===== config.mk =====
export PLATFORM = sky130hd
export DESIGN_NAME = rds_merge
export DESIGN_NICKNAME = d
export VERILOG_FILES = /design/src/rtl/rds_pkg.sv /design/src/rtl/rds_merge.sv
export SDC_FILE = /design/constraint.sdc
export NUM_CORES = 1
export LEC_CHECK = 0
export ABC_AREA = 1
export ABC_CLOCK_PERIOD_IN_PS = 12800
export BUFFER_PORTS_ARGS = -buffer_cell sky130_fd_sc_hd__buf_2
export CAP_MARGIN = 0
export CORE_MARGIN = 1.5
export CORE_UTILIZATION = 45
export DETAILED_ROUTE_END_ITERATION = 6
export PLACE_DENSITY = 0.81
export SYNTH_ARGS = -nofsm -noshare
export SYNTH_HDL_FRONTEND = slang
export SYNTH_SLANG_ARGS = --single-unit

===== constraint.sdc =====
create_clock -name vclk -period 12.8
set_input_delay 3.84 -clock vclk [all_inputs]
set_output_delay 3.84 -clock vclk [all_outputs]
set_load 0.1 [all_outputs]

===== src/rtl/rds_pkg.sv =====
// rds_pkg: shared types and constants of the RSSI diversity selector.
// No dependencies; used by the interfaces, the lanes, the merge stage and the top level.
package rds_pkg;

  localparam int LEVEL_W    = 7;
  localparam int LIMIT_W    = 10;
  localparam int MODE_W     = 2;
  localparam int THRESH_W   = 7;
  localparam int TICKS_W    = 16;
  localparam int CFG_IDX_W  = 3;
  localparam int CFG_DATA_W = 16;

  localparam logic [LEVEL_W-1:0] PERCENT_FULL = LEVEL_W'(100);

  // Divider iterations: the quotient is below 100 once the full-scale case is split off.
  localparam int DIV_STEPS  = LEVEL_W;
  localparam int STEP_W     = $clog2(DIV_STEPS);

  typedef enum logic [CFG_IDX_W-1:0] {
    REG_MIN_A,
    REG_MAX_A,
    REG_MIN_B,
    REG_MAX_B,
    REG_MODE,
    REG_THRESH,
    REG_HYST,
    REG_SETTLE
  } cfg_reg_t;

  localparam logic [MODE_W-1:0] MODE_AUTO    = MODE_W'(0);
  localparam logic [MODE_W-1:0] MODE_FORCE_A = MODE_W'(1);
  localparam logic [MODE_W-1:0] MODE_FORCE_B = MODE_W'(2);

  typedef enum logic [1:0] {
    ST_IDLE,
    ST_SCALE,
    ST_FINISH
  } sel_state_t;

  typedef enum logic [1:0] {
    KIND_DIV,
    KIND_ZERO,
    KIND_FULL
  } lane_kind_t;

  typedef struct packed {
    logic next_active;
    logic next_target;
    logic hyst_clear;
  } decide_t;

endpackage


===== src/rtl/rds_merge.sv =====
// rds_merge: combines the two lane levels into the receiver decision.
// Depends on rds_pkg for mode codes and the decide_t result.
module rds_merge import rds_pkg::*; #(
  parameter int COUNT_BITS = 16
) (
  input  logic [LEVEL_W-1:0]    level_a,
  input  logic [LEVEL_W-1:0]    level_b,
  input  logic [MODE_W-1:0]     mode,
  input  logic [THRESH_W-1:0]   threshold,
  input  logic [TICKS_W-1:0]    hyst_ticks,
  input  logic [COUNT_BITS-1:0] hyst_count,
  input  logic                  active,
  input  logic                  target,
  output decide_t               dec
);

  localparam int CMP_W = (COUNT_BITS > TICKS_W) ? COUNT_BITS : TICKS_W;

  logic               a_gt;
  logic               b_gt;
  logic [LEVEL_W-1:0] mag;
  logic               best;
  logic               elapsed;

  assign a_gt    = level_a > level_b;
  assign b_gt    = level_b > level_a;
  assign mag     = a_gt ? (level_a - level_b) : (level_b - level_a);
  assign best    = a_gt ? 1'b0 : (b_gt ? 1'b1 : active);
  assign elapsed = CMP_W'(hyst_count) >= CMP_W'(hyst_ticks);

  always_comb begin
    dec.next_active = active;
    dec.next_target = target;
    dec.hyst_clear  = 1'b0;
    case (mode)
      MODE_AUTO: begin
        if (mag >= threshold) begin
          if (best == target) begin
            if (elapsed) dec.next_active = target;
          end else begin
            dec.next_target = best;
            dec.hyst_clear  = 1'b1;
          end
        end else begin
          dec.hyst_clear = 1'b1;
        end
      end
      MODE_FORCE_A: dec.next_active = 1'b0;
      MODE_FORCE_B: dec.next_active = 1'b1;
      default:      dec.next_active = active;
    endcase
  end

endmodule


==> parameters.txt <==
Parameter                              Value

Power and ir drop
  Power, Total ... 87.1 uW
  Largest voltage drop on the vdd net ... 0.0227 mV
  Power density over cell area ... 50.2 mW/mm2
  Static Leak ... 1.11 nW

Final layout
  Number of clock buffers in the layout ... 0
  Area added between synthesis and finish ... 22.1%
  Fillers ... 313
  Ratio of cells with drive above 1 in the final layout ... 28.5%
  Most frequent cells in the layout ... sky130_fd_sc_hd__buf_2, sky130_fd_sc_hd__inv_1, sky130_fd_sc_hd__nand2_1, sky130_fd_sc_hd__ha_1, sky130_fd_sc_hd__a21oi_1
  Non-filler instance count after layout ... 318
  Number of nets in the finished design ... 372
  FF+latch count ... 0
  Most common cell after layout, fill and taps aside ... sky130_fd_sc_hd__buf_2
  Register area ... 0 um2
  Diode count ... 0

Route
  Number of DRC markers in iteration 0 ... 38
  Total routed wirelength ... 2890 um
  Total vias in the final route ... 1488
  Detail-routed via count per cell ... 4.68
  Post-route DRC ... 0
  Number of antenna-violating nets in the routed design ... 0
  Mean routed wirelength per cell ... 9.08 um
  Number of detailed-routing iterations run before antenna repair ... 4

Worst setup path
  Crit path max-delay family ... simple AND/OR/NAND/NOR gates
  Data arrival time of the critical path ... 7.08 ns
  Combined buffer and inverter count along the critical path ... 4
  Critical path class ... in2out
  Most repeated library cell on the critical path ... sky130_fd_sc_hd__nand2_1
  Element type at the critical path start ... input pin
  CP endpoint kind ... output port
  Critical Path Slowest Stage Cell ... sky130_fd_sc_hd__ha_1
  Critical path data required time ... 8.96 ns
  Peak per-stage delay on the critical path ... 0.52 ns
  Peak fanout along the critical path ... 11
  Sequence of cells on the critical path ... buf_2, inv_1, ha_1, nand2_4, nor2_1, nand4_2, nand2_2, nand2_1, o21ai_2, xor2_1, inv_1, ha_1, nand2_1, o21ai_0, nand4_1, o211ai_1, nand3_2, nand2_1, nand3_1, nand2_1, buf_2

Synthesis
  Area share of the largest cell type after synthesis ... 32.6%
  Number of warning messages in the yosys log ... 0
  Top post-synthesis cells by area ... sky130_fd_sc_hd__ha_1, sky130_fd_sc_hd__inv_1, sky130_fd_sc_hd__nand2_1
  Leading area contributor after synthesis ... sky130_fd_sc_hd__ha_1
  Number of unique standard cell types used by synthesis ... 30
  Cell Area, Synth ... 0.00142 mm2
  Net count after synthesis ... 314
  Sequential fraction of the synthesis area ... 0%
  Synth Instances ... 218
  Mapped Avg Cell Area ... 6.51 um2

Die
  Initial Utilization ... 46.9%
  Core Area ... 0.00303 mm2
  Number of standard-cell rows in the floorplan ... 20
  Horizontal die dimension ... 59.2 um
  Vertical die dimension ... 59.2 um
  Die area ... 0.00350 mm2
  Num ports ... 60

Min path
  Source of the worst hold timing path ... mode[0]
  Endpoint, Worst Hold ... dec[0]
  Worst hold path type ... in2out
  Hold depth ... 5

Global routing
  Total routing resource utilization after global routing ... 16.6%
  Vias in the first global route ... 1259
  Global-route wire length before repair ... 4840 um
  Congestion Overflow GR ... 0
  Maximum number of pins on one net before global-route repair ... 12
  Initial antenna violation count ... 0

Clock network
  Number of instances resized during post-cts repair ... 0
  Quantity of hold-fixing buffers added after cts ... 0
  Count of buffers added by post-CTS timing repair for setup ... 0

Timing
  Unrepaired setup endpoints after global routing ... no
  Worst rel slew slack ... 67.3%
  Max-slew violations ... 0
  Setup violators final ... 0
  Highest attainable clock frequency ... 91.6 MHz
  Final hold viol count ... 0
  Transition at the pin with the smallest max-transition slack ... 0.494 ns
  Final critical-path required period ... 10.92 ns
  Part of the cycle the worst path needs ... 85.3%
  Total negative setup slack ... 0 ns

Place
  Last weighted congestion value of the routability-driven placer ... 0.839
  Post-detail-place hpwl ... 2650 um
  Number of placed cells counting well taps ... 318
  Buffers on Ports ... 60

Flow run
  Max Cap Viol ... 0

Status
  Status ... finished clean
## final cells by class
class | instances | area, um2 | area share [%]
inverter | 57 | 214 | 12.3
tap | 44 | 55.1 | 3.17
multi-input combinational | 157 | 1160 | 67.2
timing repair buffer | 60 | 300 | 17.3
## power breakdown
| group | total (mW) | switching [mW] | internal, mW |
|---|---|---|---|
| registers | 0 | 0 | 0 |
| clock network | 0 | 0 | 0 |
| logic | 0.0871 | 0.0520 | 0.0351 |
| total | 0.0871 | 0.0520 | 0.0351 |
## Yosys cell counts
cell	n
sky130_fd_sc_hd__a21oi_1	16
sky130_fd_sc_hd__nor3_1	2
sky130_fd_sc_hd__inv_1	57
sky130_fd_sc_hd__nand2_1	37
sky130_fd_sc_hd__a21oi_2	1
sky130_fd_sc_hd__buf_6	3
sky130_fd_sc_hd__nor2_1	13
sky130_fd_sc_hd__ha_1	37
sky130_fd_sc_hd__o211ai_1	1
sky130_fd_sc_hd__buf_4	1
sky130_fd_sc_hd__nand4_1	5
sky130_fd_sc_hd__o21ai_1	1
sky130_fd_sc_hd__o21a_1	1
sky130_fd_sc_hd__fa_1	2
sky130_fd_sc_hd__nor2_4	1
sky130_fd_sc_hd__o221ai_1	1
sky130_fd_sc_hd__mux2_4	1
sky130_fd_sc_hd__xor2_1	4
sky130_fd_sc_hd__nand4_2	1
sky130_fd_sc_hd__xnor2_1	2
sky130_fd_sc_hd__o21ai_2	4
sky130_fd_sc_hd__a21oi_4	2
sky130_fd_sc_hd__nand3_2	2
sky130_fd_sc_hd__nand2_2	4
sky130_fd_sc_hd__a21o_1	1
sky130_fd_sc_hd__nand3_1	8
sky130_fd_sc_hd__mux2_2	1
sky130_fd_sc_hd__a31oi_1	1
sky130_fd_sc_hd__o21ai_0	7
sky130_fd_sc_hd__nand2_4	1
## kinds of logic (layout without fill, tap and decap cells)
group                      Yosys count  in the layout  share of synthesized area, %
and+or+nand+nor                     74             74                          24.6
buffers and inverters               61            117                          18.0
adders and majority gates           39             39                          35.4
AOI/OAI and AO/OA                   36             36                          16.5
xor gates and xnor gates             6              6                          3.70
muxes                                2              2                          1.85
## tightest hold or removal path, stage by stage
cell,delay [ns]
sky130_fd_sc_hd__buf_2,0.09
sky130_fd_sc_hd__nor2_1,0.05
sky130_fd_sc_hd__nand2_1,0.06
sky130_fd_sc_hd__inv_1,0.03
sky130_fd_sc_hd__buf_2,0.28
## layer usage
layer / vias to the layer above / wire [um] / global-route usage, %
met3: 0 / 178 / 0.655
met1: 631 / 1330 / 21.3
met4: 0 / 0 / 0
met5: - / 0 / 0
met2: 52 / 1380 / 32.4
li1: 805 / - / -
## worst max path at each step
stage,startpoint,end,slack [ns],cells after the start
finish,level_a[2],dec[2],1.88,21
global route,level_a[2],dec[2],1.51,20
CTS,level_a[2],dec[2],1.89,21
detailed placement,level_a[2],dec[2],1.90,21
global placement,level_a[2],dec[2],1.97,22
floorplan,level_a[2],dec[1],1.45,17
## per-stage QoR
stage	setup slack [ns]	utilization, %	instance area [um2]	hold slack [ns]
after global placement	1.97	57.3	1730	8.17
after floorplan	1.45	-	1420	8.12
final	1.88	57.3	1730	8.19
after CTS	1.89	57.3	1730	8.19
after global routing	1.51	57.3	1730	8.23
after detailed placement	1.90	57.3	1730	8.19
Note: power is estimated with default switching activity, not from simulation.
