<file path="src/rtl/rds_pkg.sv">
// rds_pkg: shared types and constants of the RSSI diversity selector.
// No dependencies; used by the interfaces, the lanes, the merge stage and the top level.
package rds_pkg;

  localparam int LEVEL_W    = 7;
  localparam int LIMIT_W    = 10;
  localparam int MODE_W     = 2;
  localparam int THRESH_W   = 7;
  localparam int TICKS_W    = 16;
  localparam int CFG_IDX_W  = 3;
  localparam int CFG_DATA_W = 16;

  localparam logic [LEVEL_W-1:0] PERCENT_FULL = LEVEL_W'(100);

  // Divider iterations: the quotient is below 100 once the full-scale case is split off.
  localparam int DIV_STEPS  = LEVEL_W;
  localparam int STEP_W     = $clog2(DIV_STEPS);

  typedef enum logic [CFG_IDX_W-1:0] {
    REG_MIN_A,
    REG_MAX_A,
    REG_MIN_B,
    REG_MAX_B,
    REG_MODE,
    REG_THRESH,
    REG_HYST,
    REG_SETTLE
  } cfg_reg_t;

  localparam logic [MODE_W-1:0] MODE_AUTO    = MODE_W'(0);
  localparam logic [MODE_W-1:0] MODE_FORCE_A = MODE_W'(1);
  localparam logic [MODE_W-1:0] MODE_FORCE_B = MODE_W'(2);

  typedef enum logic [1:0] {
    ST_IDLE,
    ST_SCALE,
    ST_FINISH
  } sel_state_t;

  typedef enum logic [1:0] {
    KIND_DIV,
    KIND_ZERO,
    KIND_FULL
  } lane_kind_t;

  typedef struct packed {
    logic next_active;
    logic next_target;
    logic hyst_clear;
  } decide_t;

endpackage

</file>
<file path="src/rtl/rds_lane.sv">
// rds_lane: scales one raw sample to 0..100 percent with a restoring divider.
// Depends on rds_pkg. Each conversion is a load step followed by DIV_STEPS divider iterations.
module rds_lane import rds_pkg::*; #(
  parameter int ADC_BITS = 10
) (
  input  logic                clk,
  input  logic                rst,
  input  logic                start,
  input  logic [ADC_BITS-1:0] raw,
  input  logic [ADC_BITS-1:0] lo,
  input  logic [ADC_BITS-1:0] hi,
  output logic                done,
  output logic [LEVEL_W-1:0]  level
);

  localparam int NUM_W = ADC_BITS + LEVEL_W;

  logic [ADC_BITS-1:0] n;
  logic [ADC_BITS-1:0] d;
  lane_kind_t          kind_in;
  logic [NUM_W-1:0]    n_ext;
  logic [NUM_W-1:0]    trial;

  logic [NUM_W-1:0]    rem;
  logic [ADC_BITS-1:0] den;
  logic [LEVEL_W-1:0]  quo;
  logic [STEP_W-1:0]   step;
  lane_kind_t          kind;
  logic                busy;

  // Reversed limits use the mirrored magnitudes; a wrong-side sample clamps to zero.
  always_comb begin
    n       = '0;
    d       = '0;
    kind_in = KIND_ZERO;
    if (hi > lo) begin
      n = raw - lo;
      d = hi - lo;
      if (raw > lo) begin
        kind_in = (n >= d) ? KIND_FULL : KIND_DIV;
      end
    end else if (hi < lo) begin
      n = lo - raw;
      d = lo - hi;
      if (raw < lo) begin
        kind_in = (n >= d) ? KIND_FULL : KIND_DIV;
      end
    end
  end

  assign n_ext = NUM_W'(n);
  assign trial = NUM_W'(den) << step;

  always_ff @(posedge clk) begin
    if (rst) begin
      busy <= 1'b0;
      done <= 1'b0;
    end else begin
      done <= 1'b0;
      if (start) begin
        busy <= 1'b1;
      end else if (busy && step == '0) begin
        busy <= 1'b0;
        done <= 1'b1;
      end
    end
  end

  always_ff @(posedge clk) begin
    if (start) begin
      rem  <= (n_ext << 6) + (n_ext << 5) + (n_ext << 2);
      den  <= d;
      quo  <= '0;
      step <= STEP_W'(DIV_STEPS - 1);
      kind <= kind_in;
    end else if (busy) begin
      if (rem >= trial) begin
        rem       <= rem - trial;
        quo[step] <= 1'b1;
      end
      step <= step - STEP_W'(1);
    end
  end

  always_comb begin
    case (kind)
      KIND_FULL: level = PERCENT_FULL;
      KIND_DIV:  level = quo;
      default:   level = '0;
    endcase
  end

endmodule

</file>
<file path="config.mk">
export PLATFORM = sky130hd
export DESIGN_NAME = rds_lane
export DESIGN_NICKNAME = d
export VERILOG_FILES = /design/src/rtl/rds_pkg.sv /design/src/rtl/rds_lane.sv
export SDC_FILE = /design/constraint.sdc
export NUM_CORES = 1
export LEC_CHECK = 0
export ABC_CLOCK_PERIOD_IN_PS = 8150
export BUFFER_PORTS_ARGS = -buffer_cell sky130_fd_sc_hd__buf_2
export CORE_ASPECT_RATIO = 0.5
export CORE_UTILIZATION = 47
export DETAILED_ROUTE_END_ITERATION = 6
export PLACE_DENSITY_LB_ADDON = 0.08
export SLEW_MARGIN = 20
export SYNTH_ARGS = -nofsm -noshare
export SYNTH_HDL_FRONTEND = slang
export SYNTH_SLANG_ARGS = --single-unit
</file>
<file path="constraint.sdc">
create_clock -name clk -period 8.15 [get_ports clk]
set_input_delay 1.2225 -clock clk [delete_from_list [all_inputs] [get_ports clk]]
set_output_delay 1.2225 -clock clk [all_outputs]
set_load 0.01 [all_outputs]
</file>
==> impl_results.md <==
* Status: complete, no violations
* RR Startpoint: step[0]$_SDFFE_PP0P_
* Layout cells sized above 1 at 0.1027
* Crit path max fanout at 19
* Slowest stage cell, crit path: o21a_1
* Post-synthesis area per instance at between 8 and 9 µm²
* Fin Hold WS at 462.0 ps
* Worst EP arrival at between 5000 and 6000 ps
* Worst Tran Pin Value at between 1000 and 1500 ps
* DRC at 0
* HPWL Detailed at 11.12 mm
* Post-synth top flop: edfxtp_1
* Die area at 12760 µm²
* First-iteration detailed-routing DRC count at roughly 220
* Final WL at 13.76 mm
* Peak VDD IR at about 0.12 mV
* Fin crit share at 0.7141
* Clk sinks at approximately 40
* Leak at 2.933 nW
* Core area at roughly 12000 µm²
* First-pass DRT Iterations at 4
* Mapped Cells at 692
* Ant. Diodes at 0
* Number of max-cap violations at 0
* Worst skew pair latency at approximately 280 ps
* Postcts setup bufs at 0
* Via count at 4874
* Initial antenna violation count at 0
* R2r worst-path depth at 9
* Reg2Reg Capture Point: rem[5]$_DFFE_PP_
* Min-delay worst type: reg2reg
* RSZ-0062 raised after global routing: false
* Final Hold Viols at 0
* Mapped Nets at a little over 800
* Final Instance Count excl. Fillers at between 800 and 900
* GRT Overall Usage at 0.2244
* Die H at 80.37 µm
* Layout Nets at ~850
* TNS Setup at 0 ps
* Cts hold-fix bufs at 0
* DR WL/cell at about 16 µm
* Relative slew slack at 0.3198
* Post-synthesis sequential area ratio at 0.1925
* Starting density of the core at 0.4861
* FMAX at about 170 MHz
* Cts repair resizes at 0
* Reg2reg setup slack at 3760 ps
* GPL Wtd Cong at 0.8211
* Die X at between 150 and 200 µm
* Synth unique cells at 76
* Slew Limit Fails at 0
* H-Tree Level Count at 2
* Critical path depth at 18
* Hold Path Sink: quo[1]$_SDFFE_PP0P_
* HP Start: quo[1]$_SDFFE_PP0P_
* Buf+Inv Stages, Crit Path at 3
* Clock Skew at between 4 and 5 ps
* Pwr Density at 279.5 nW/µm²
* Std-Cell Rows at 28
* CTS buffer count at 5
* Startpoint type of the worst setup path: input pin
* Cell Area, Synth at between 5000 and 6000 µm²
* Min Tclk post-route at 5820 ps
* Placed cell count at 868
* Top Ports at a little over 40
* Via-to-Cell Ratio at 5.564
* Required time of the critical path at 8240 ps
* TritonCTS clock tree: done
* WS Path Type: in2reg
* Clock Root Buffer: clkbuf_16
* Slowest stage delay, CP at 570 ps
* CP cell instances: buf_2 > inv_1 > fa_1 > a21o_1 > a21o_1 > a21oi_2 > o21a_1 > nor2_1 > a22oi_1 > fa_1 > inv_1 > ha_1 > o21a_1 > a21o_1 > o31ai_1 > o21a_1 > xor2_1 > a221oi_1
* CP Capture Type: flop
* Number of global-route vias before repair at roughly 4500
* First-pass GRT wire length at 22.87 mm
* #FFs+latches synth at 41
* Post-synth EDFFs at 29
* Antenna viol nets, final at 0
* Final setup violation count at 0
* Cell family with most CP delay: compound AO/OA/AOI/OAI gates
* Port bufs at 40
* GRT Residual Overflow at 0
* Ys async rst share at 0
* P&R area growth vs syn at 7.456%
* Worst Hold Depth at 2
* Synth warnings at 0
* CTS Buffer Depth at 2
* Largest net degree at the start of global routing at 60
* Clk slew on worst S/H paths at 60 ps
-- registers in the layout, indices dropped and copies added, names as in the netlist --
name and count:
rem 17, step 3, done 1, kind 2, den 10, quo 7
busy 1
-- logic make-up after synthesis --
group | synth area share
compound gates | 0.2297
xor+xnor | 0.08192
fa+ha+maj | 0.2328
buf+inv | 0.06805
flops | 0.1925
mux | 0.03164
simple gates | 0.1634
-- worst register-to-register path, stage by stage, from the launching register on --
cell	delay, ps
dfxtp_1	830
clkinv_1	550
a21oi_1	360
mux2i_1	120
ha_1	430
nand2_1	90
o21ai_1	210
a221oi_2	130
o41ai_2	760
or2_2	540
-- cell usage after synthesis, types with 3 or more instances --
cell / count / area, µm²
dfxtp_1: 12 / 240.2
a41oi_1: 3 / 26.28
buf_2: 7 / 35.03
nor2_1: 48 / 180.2
nor2b_1: 17 / 106.4
and3_1: 3 / 18.77
nand4_1: 6 / 37.54
or2_2: 3 / 18.77
a22oi_1: 7 / 52.55
a21oi_1: 51 / 255.2
a22o_1: 6 / 52.55
o22ai_1: 3 / 18.77
a221o_1: 3 / 30.03
buf_1: 3 / 11.26
nand2_1: 41 / 153.9
xor2_1: 23 / 201.4
mux2i_1: 11 / 110.1
ha_1: 93 / 1164
inv_1: 63 / 236.5
nand2b_1: 12 / 75.07
a21o_1: 20 / 150.1
nor3_1: 7 / 35.03
nand3_1: 15 / 75.07
a31oi_1: 5 / 31.28
clkbuf_1: 18 / 67.56
o21ai_0: 39 / 195.2
or3_1: 7 / 43.79
o21a_1: 10 / 75.07
o21ai_1: 5 / 25.02
edfxtp_1: 29 / 870.8
and2_1: 8 / 50.05
a211oi_1: 3 / 22.52
fa_1: 9 / 180.2
o211ai_1: 4 / 30.03
xnor2_1: 31 / 271.5
a221oi_1: 4 / 35.03
and4_1: 3 / 26.28
o21bai_1: 11 / 82.58
-- power breakdown --
group | leakage, nW | switching [W] | internal, W
combinational | 2.47 | 0.000664 | 0.000521
sequential | 0.386 | 0.0000322 | 0.000310
clock | 0.0799 | 0.0000775 | 0.000130
-- metrics by stage --
stage / setup WS (ps) / instance area [µm²] / power (W) / util
finish: 2330 / 6203 / 0.001734 / 0.5223
global route: 1938 / 6203 / 0.001896 / 0.5223
CTS: 2362 / 6203 / 0.001734 / 0.5223
detailed placement: 2076 / 6046 / 0.001515 / 0.5091
global placement: 2181 / 6046 / 0.001508 / 0.5091
floorplan: 2858 / 5773 / 0.001267 / -
-- routing by layer --
layer  routed length (µm)  global-route usage
met5                    0                   0
met4                  171             0.05146
met3                  468             0.02221
met2                 5685              0.3561
met1                 7434              0.3256
-- placed cells by master (no fill, tap or decap), types with 8 or more instances in the layout --
cell / netlist / routed
nand2_1: 41 / 41
buf_2: 7 / 40
mux2i_1: 11 / 11
and2_1: 8 / 8
nor2_1: 48 / 48
a21oi_1: 51 / 51
inv_1: 63 / 63
edfxtp_1: 29 / 29
xnor2_1: 31 / 31
fa_1: 9 / 9
nand3_1: 15 / 15
dfxtp_1: 12 / 12
o21a_1: 10 / 10
o21bai_1: 11 / 11
o21ai_0: 39 / 39
nor2b_1: 17 / 17
xor2_1: 23 / 23
ha_1: 93 / 93
a21o_1: 20 / 20
nand2b_1: 12 / 12
-- worst max path at each step --
stage | start | endpoint | slack, ps
global placement | lo[1] | rem[15]$_DFFE_PP_ | 2180
detailed placement | lo[1] | rem[15]$_DFFE_PP_ | 2080
global route | lo[1] | rem[14]$_DFFE_PP_ | 1940
floorplan | hi[0] | rem[15]$_DFFE_PP_ | 2860
finish | lo[1] | rem[15]$_DFFE_PP_ | 2330
CTS | lo[1] | rem[15]$_DFFE_PP_ | 2360
-- final cells by class --
| type | count | area, µm² |
|---|---|---|
| flip-flops and latches | 41 | 1111 |
| repair buffers | 42 | 215.2 |
| clock inverters | 1 | 5.005 |
| inverters | 65 | 244.0 |
| clock buffers | 7 | 152.6 |
| well taps | 165 | 206.4 |
| multi-input cells | 555 | 4269 |
| fillers | 1157 | 5673 |
Note: power is estimated with default switching activity, not from simulation.
